--- src/design/rmcc_pkg.sv ---
`timescale 1ns / 1ps
// ----------------------------------------------------------------------------
// rmcc_pkg: shared types and constants
// Field widths, command codes and the controller/datapath interface structs of
// the region mean color and center block.
// ----------------------------------------------------------------------------
package rmcc_pkg;

  localparam int RID_W  = 10;
  localparam int CHAN_W = 8;
  localparam int SUM_W  = 32;
  localparam int QUOT_W = 8;

  localparam int DEF_MAX_REGIONS = 1024;
  localparam int DEF_COORD_BITS  = 12;
  localparam int DEF_COUNT_BITS  = 24;

  localparam logic [1:0] CMD_ACC   = 2'd0;
  localparam logic [1:0] CMD_READ  = 2'd1;
  localparam logic [1:0] CMD_CLEAR = 2'd2;

  // Commands from the controller to the datapath.
  typedef struct packed {
    logic capture;
    logic sweep;
    logic rd_en;
    logic wr_acc;
    logic wr_clr;
    logic div_start;
    logic load_out;
  } ctl_cmd_t;

  // Status from the datapath to the controller.
  typedef struct packed {
    logic is_acc;
    logic is_read;
    logic is_clr;
    logic empty;
    logic sweep_last;
    logic div_busy;
    logic out_full;
  } dp_sts_t;

endpackage

--- src/design/rmcc_ctrl.sv ---
`timescale 1ns / 1ps
// ----------------------------------------------------------------------------
// rmcc_ctrl: request sequencer
// Runs the memory clearing sweep after reset, then steps each request through
// capture, memory read, update or division, and result hand-off.
// ----------------------------------------------------------------------------
module rmcc_ctrl
  import rmcc_pkg::*;
(
  input  logic     clk,
  input  logic     rst_n,
  input  logic     in_valid,
  output logic     in_stall,
  input  dp_sts_t  sts,
  output ctl_cmd_t ctl
);

  typedef enum logic [5:0] {
    ST_CLEAR = 6'b000001,
    ST_IDLE  = 6'b000010,
    ST_RD    = 6'b000100,
    ST_EX    = 6'b001000,
    ST_DIV   = 6'b010000,
    ST_OUT   = 6'b100000
  } state_t;

  state_t state_r, state_nxt;

  always_ff @(posedge clk) begin
    if (!rst_n) begin
      state_r <= ST_CLEAR;
    end else begin
      state_r <= state_nxt;
    end
  end

  assign in_stall = (state_r != ST_IDLE);

  always_comb begin
    state_nxt = state_r;
    ctl       = '0;
    case (state_r)
      ST_CLEAR: begin
        ctl.sweep = 1'b1;
        if (sts.sweep_last) state_nxt = ST_IDLE;
      end
      ST_IDLE: begin
        if (in_valid) begin
          ctl.capture = 1'b1;
          state_nxt   = ST_RD;
        end
      end
      ST_RD: begin
        ctl.rd_en = 1'b1;
        state_nxt = ST_EX;
      end
      ST_EX: begin
        state_nxt = ST_IDLE;
        if (sts.is_acc) begin
          ctl.wr_acc = 1'b1;
        end else if (sts.is_clr) begin
          ctl.wr_clr = 1'b1;
        end else if (sts.is_read) begin
          if (sts.empty) begin
            state_nxt = ST_OUT;
          end else begin
            ctl.div_start = 1'b1;
            state_nxt     = ST_DIV;
          end
        end
      end
      ST_DIV: begin
        if (!sts.div_busy) state_nxt = ST_OUT;
      end
      ST_OUT: begin
        if (!sts.out_full) begin
          ctl.load_out = 1'b1;
          state_nxt    = ST_IDLE;
        end
      end
      default: begin
        state_nxt = ST_CLEAR;
      end
    endcase
  end

  a_load_free: assert property (@(posedge clk) disable iff (!rst_n)
    ctl.load_out |-> !sts.out_full)
    else $error("result loaded over a pending result");

  a_write_after_read: assert property (@(posedge clk) disable iff (!rst_n)
    (ctl.wr_acc || ctl.wr_clr) |-> $past(ctl.rd_en))
    else $error("memory update without a preceding read");

  a_div_nonempty: assert property (@(posedge clk) disable iff (!rst_n)
    ctl.div_start |-> (!sts.empty && sts.is_read))
    else $error("division started for an empty region");

  a_busy_in_div: assert property (@(posedge clk) disable iff (!rst_n)
    sts.div_busy |-> (state_r == ST_DIV))
    else $error("divider running outside the division state");

endmodule

--- config.mk ---
export PLATFORM = sky130hd
export DESIGN_NAME = rmcc_ctrl
export DESIGN_NICKNAME = d
export VERILOG_FILES = /design/src/design/rmcc_pkg.sv /design/src/design/rmcc_ctrl.sv
export SDC_FILE = /design/constraint.sdc
export NUM_CORES = 1
export LEC_CHECK = 0
export ABC_AREA = 1
export BUFFER_PORTS_ARGS = -buffer_cell sky130_fd_sc_hd__buf_2
export CORE_AREA = 2 2 39 41
export DETAILED_ROUTE_END_ITERATION = 6
export DIE_AREA = 0 0 41 43
export MAX_ROUTING_LAYER = met4
export PLACE_DENSITY = 0.58
export SLEW_MARGIN = 40
export SYNTH_ARGS = -nofsm -noshare
export SYNTH_HDL_FRONTEND = slang
export SYNTH_SLANG_ARGS = --single-unit
--- constraint.sdc ---
create_clock -name clk -period 3.23 [get_ports clk]
set_clock_uncertainty 0.05 [all_clocks]
set_input_delay 0.1615 -clock clk [delete_from_list [all_inputs] [get_ports clk]]
set_output_delay 0.1615 -clock clk [all_outputs]
set_load 0.005 [all_outputs]
==> results of run 1 <==
report_power, final:
group          internal [mW]  switching [mW]  total (mW)
clock network         0.0421          0.0276      0.0697
logic                 0.0258          0.0360      0.0618
registers             0.0809         0.00788      0.0888
total                  0.149          0.0715       0.220
per-layer routing:
layer	track usage	vias to the layer above	share of wire
met5	-	-	0
met4	0.100	0	0.031
met3	0.0471	5	0.073
met2	0.181	18	0.41
met1	0.156	189	0.49
li1	-	248	-
metrics by stage:
step	instance area [um2]	power (mW)	util	hold WS [ns]	worst slack, ns
floorplan	412	0.132	-	0.211	2.12
global placement	517	0.153	0.373	0.357	1.95
detailed placement	517	0.153	0.373	0.356	1.95
CTS	539	0.222	0.390	0.108	1.68
global route	539	0.237	0.390	0.105	1.60
finish	539	0.220	0.390	0.103	1.69
cell type report:
class,instances,area [um2]
timing repair buffer,17,85.1
clock buffer,3,22.5
sequential,6,120
multi-input combinational,44,235
fill,169,845
inverter,15,56.3
tap,16,20.0
worst max-delay path: stages (launching register included):
cell and delay [ns]:
dfxtp_1 0.34, nor2_4 0.19, nand2_2 0.08, nor2_4 0.13, inv_1 0.07, nor3_1 0.12
buf_2 0.14
worst max path at each step:
stage                from          to  cells past startpoint
3_3_place_gp   state_r[5]      ctl[2]                      6
5_1_grt        state_r[5]      ctl[2]                      6
2_1_floorplan  state_r[3]  state_r[5]                      6
3_5_place_dp   state_r[5]      ctl[2]                      6
6_report       state_r[5]      ctl[2]                      6
4_1_cts        state_r[5]      ctl[2]                      6
layout by cell type, fill, tap and decap left out:
cell type and instances:
nor2_1 10, o211ai_1 1, nand2_1 8, nor2_4 3, a21oi_2 1, buf_2 17
nand2_2 2, nor2_2 1, nor3_1 2, clkbuf_4 3, nand4_1 5, nand3b_1 1
inv_1 15, dfxtp_1 6, nand3_1 8, a21oi_1 2
cell families after synthesis:
family | after synthesis
AO/OA/AOI/OAI | 4
buffers and inverters | 15
flip-flops | 6
AND/OR/NAND/NOR | 40
==> metrics.txt, run 1 <==
initial core utilization 0.297; Hold Path End state_r[0]; Post-Place Cells 98; Placement Rows 14; Post-synth EDFFs 0; Root Driver clkbuf_4; nature of the critical path endpoint output port; # DRC 0; Buffers on Ports 17; Routed WL per cell about 9.4 um; count leader, synth inv_1; first-pass GRT wire length 1500 um; Post-Synthesis Cells 65; largest net degree at the start of global routing 9; Unique masters post-synth 14; DRT iter0 DRCs 7; Final Cycle Share 0.477; Synth Area in Adders 0; Setup Fix Bufs, Post-CTS 0; pwr dens approximately 410 nW/um2; Main synth FF type dfxtp_1; DR vias/cell approximately 4.6; Worst VDD drop ~0.00012 V; outcome finished, final reports clean; Die H ~43 um; Slew @ Worst Pin around 0.30 ns; initial antenna violation count 0; Crit Path Max Fanout 6; GR Overflow Total 0; main combinational cell family by area after synthesis simple AND/OR/NAND/NOR gates; area delta synth->final 31.0%; CTS Buffer Depth 2; Final Max Tran Viols 0; vias in the first global route roughly 400; multiplexer share of the synthesized area 0; CTS sink count 6; final hold violation count 0; CORE AREA ~1400 um2; Resized Gates After CTS 0; kind of critical path reg -> out; die width roughly 41 um; ANT cells 0; clk slew on worst S/H paths about 0.05 ns; drt total wl approximately 950 um; Hold Crit Class in -> reg; Arr. time, crit path between 1 and 1.5 ns; relative slew slack 0.800; Post-DRT Antenna Nets 0; Synth top cells by count 15 x inv_1, 10 x nor2_1, 8 x nand2_1, 8 x nand3_1, 6 x dfxtp_1; worst reg2reg path depth 6; global placer's final weighted congestion slightly above 0.8; xor/xnor share of the synthesized area 0; YS warnings 0; Skew-Pair Late Insertion Delay 0.24 ns; dpl hpwl 811 um; syn avg cell area 6.33 um2; Inserted Clock Buffers 3; final period demand of the worst path approximately 1.5 ns; worst path required time between 3 and 4 ns; area fraction in compound gates after synthesis 0.0638; setup TNS 0 ns; hold_sp rst_n; sequential share of the synthesized area 0.292; fraction of layout cells with a size suffix above 1 0.318; max reg flops 6; Die Area between 1500 and 2000 um2; Synth top area share 0.292; ys async rst share 0; Post-Synth Simple-Gate Area 0.508; leak pwr between 0.3 and 0.4 nW; FF-to-FF Start state_r[3]; Finished Layout Cells around 100; Post-layout nets a little under 100; # Max-Cap Violations 0; I/O pin total 18; Largest regs state_r (6); CTS tree done; final setup fails 0; hold_buf cts 0; RSZ-0062 raised after global routing no; Synth area leader dfxtp_1; via count 460; Synth Register Bits 6; Fmax 0.650 GHz; largest register by flop count state_r; synth top area cells dfxtp_1 29%, inv_1 14%, nand3_1 9.7%, nor2_1 9.1%, nor2_4 8.2%; net count after synthesis 75; reg-to-reg endpoint state_r[5]; CP Launch Type register; WHS Path Cells 2; Total Routing Usage GR 0.134; drt pass-1 iters 2; htree depth 1; flop2flop setup slack around 2 ns; mapped cell area about 410 um2
Note: power is estimated with default switching activity, not from simulation.
==> inputs of run 2 (changes only) <==
Settings changed: PLACE_DENSITY 0.58 to 0.6.
Clock period 3.23 ns to 1.35 ns, I/O delays scaled along.
==> run 2 against run 1 <==
Against the previous run:
- die area is the same
- sequential share of layout area shrank 1.7 points
- clock power grew 140%
- first-iteration DRC count is the same
- critical path type unchanged
- largest power group unchanged
==> metrics.txt, run 2 (synthesized netlist as in run 1, its figures left out) <==
Crit Path Max Fanout 4 (-2); I/O pin total 18 (unchanged); Hold Crit Class in -> reg; register share of total power 0.387 (-0.016); CTS tree done; Sw Share 0.336 (+0.0115); Total Routing Usage GR 0.149 (+0.0147); Worst VDD drop 0.000293 V (+140%); outcome finished, final reports clean; CTS Buffer Depth 2 (unchanged); CTS sink count 6 (unchanged); Fillers 149 (-12%); fraction of layout cells with a size suffix above 1 0.461 (+0.143); via count 506 (+10%); first-pass GRT wire length 1670 um (+11%); storage element area 124 um2 (+3.1%); CORE AREA 1380 um2 (unchanged); initial antenna violation count 0 (unchanged); area of the multi-input gates 265 um2 (+13%); Largest regs state_r (6); initial core utilization 0.297 (unchanged); GR Overflow Total 0 (unchanged); DR vias/cell 4.82 (+5.8%); worst path required time 1.23 ns (-1.79 ns); slowest stage cell, crit path dfxtp_2; relative slew slack 0.845 (+0.0451); Switch Pwr 0.188 mW (+160%); DRT iter0 DRCs 7 (unchanged); largest net degree at the start of global routing 9 (unchanged); # Max-Cap Violations 0 (unchanged); die width 41 um (unchanged); crit-path cells nor2_4 -> nand2_2 -> nor2_4 -> inv_2 -> nor3_2 -> buf_2; # DRC 0 (unchanged); Post-layout nets 101 (+4.1%); Buffers on Ports 17 (unchanged); kind of critical path reg -> out; Skew-Pair Late Insertion Delay 0.25 ns (about the same); Root Driver clkbuf_4; Post-DRT Antenna Nets 0 (unchanged); CP Launch Type register; clk slew on worst S/H paths 0.05 ns (about the same); Routed WL per cell 10.4 um (+11%); leak pwr 0.329 nW (+8.2%); ANT cells 0 (unchanged); Post-Place Cells 99 (+1.0%); dpl hpwl 842 um (+3.8%); most common library cell in the layout ignoring fill and taps buf_2; Clock power frac 0.300 (-0.016); Placement Cell Area 524 um2 (+1.5%); Arr. time, crit path 1.21 ns (-0.12 ns); nature of the critical path endpoint output port; Finished Layout Cells 105 (+4.0%); RSZ-0062 raised after global routing yes; final instance area 603 um2 (+12%); pwr dens 928 nW/um2 (+130%); Gate power share 0.313 (+0.032); commonest non-fill, non-tap cells in the layout 17 x buf_2, 13 x inv_1, 10 x nor2_1, 8 x nand2_1, 5 x nand4_1; drt total wl 1100 um (+16%); Inserted Clock Buffers 3 (unchanged); largest register by flop count state_r; drt pass-1 iters 4 (+2); Final Max Tran Viols 0 (unchanged); Min Hold Slack 0.0116 ns (-0.0911 ns); area delta synth->final 46.5%; final hold violation count 0 (unchanged); Final Power 0.560 mW (+150%); max reg flops 6 (unchanged); htree depth 1 (unchanged); CP dominant cell by count nor2_4; Die Area 1760 um2 (unchanged); Fmax between 0.7 and 0.8 GHz; Placement Rows 14 (unchanged); Slew @ Worst Pin 0.232 ns (-0.0679 ns); Final Cycle Share 0.987; hold_buf cts 0 (unchanged); Int Power 0.372 mW (+150%); vias in the first global route 416 (+3.2%); final period demand of the worst path roughly 1.3 ns; global placer's final weighted congestion 0.803 (-0.93%); final setup fails 0 (unchanged); Die H 43 um (unchanged); CP peak stage delay 0.33 ns (about the same)
-- run 2: cell types whose count changed in the layout (fill, tap and decap cells not counted), moves of 2 or more --
cell,previous run,this run
buf_4,0,4
inv_1,15,13
dfxtp_2,0,3
nand3_2,0,4
nand3_1,8,4
inv_2,0,2
dfxtp_1,6,3
-- run 2: path summary, 6_finish.rpt --
path | startpoint | endpoint | slack [ns] | cells after the start
max | state_r[5] | ctl[2] | 0.02 | 6
max reg2reg | state_r[4] | state_r[1] | 0.06 | 7
min reg2reg | state_r[0] | state_r[2] | 0.55 | 3
min | rst_n | state_r[0] | 0.01 | 2
-- run 2: critical path: cells and delay by family, from the launching register on --
kind	cells	cell delay, ns
simple gates	4	0.45
flops	1	0.33
buf+inv	2	0.18
-- run 2: through the flow --
stage          setup TNS (ns)  utilization  worst slack [ns]
6_report                    0        0.436            0.0179
5_1_grt                -0.212        0.436           -0.0716
4_1_cts              -0.00817        0.418          -0.00817
3_5_place_dp                0        0.379             0.143
3_3_place_gp                0        0.379             0.166
2_1_floorplan               0            -             0.236
-- run 2: final cells by class --
class / instances / share of cell area
repair buffers: 21 / 0.191
well taps: 16 / 0.0332
clock buffers: 3 / 0.0373
multi-input cells: 44 / 0.440
inverters: 15 / 0.0934
flip-flops and latches: 6 / 0.205
-- run 2: timing repair --
item,4_1_cts,5_1_grt
resized for setup,5,6
endpoints found under the setup margin,5,9
buffers inserted,2,1
pin swaps,4,4
-- run 2: power groups by stage --
stage	clock (mW)	sequential, mW	combinational (mW)
2_1_floorplan	0	0.213	0.104
3_3_place_gp	0	0.215	0.149
3_5_place_dp	0	0.217	0.151
4_1_cts	0.170	0.216	0.164
5_1_grt	0.186	0.217	0.195
6_report	0.168	0.216	0.175
-- run 2: layer usage --
metal,global-route usage,vias to the layer above,part of all wire
met5,-,-,0
met2,0.194,22,0.45
met4,0.120,0,0.035
li1,-,258,-
met1,0.186,221,0.44
met3,0.0366,5,0.070
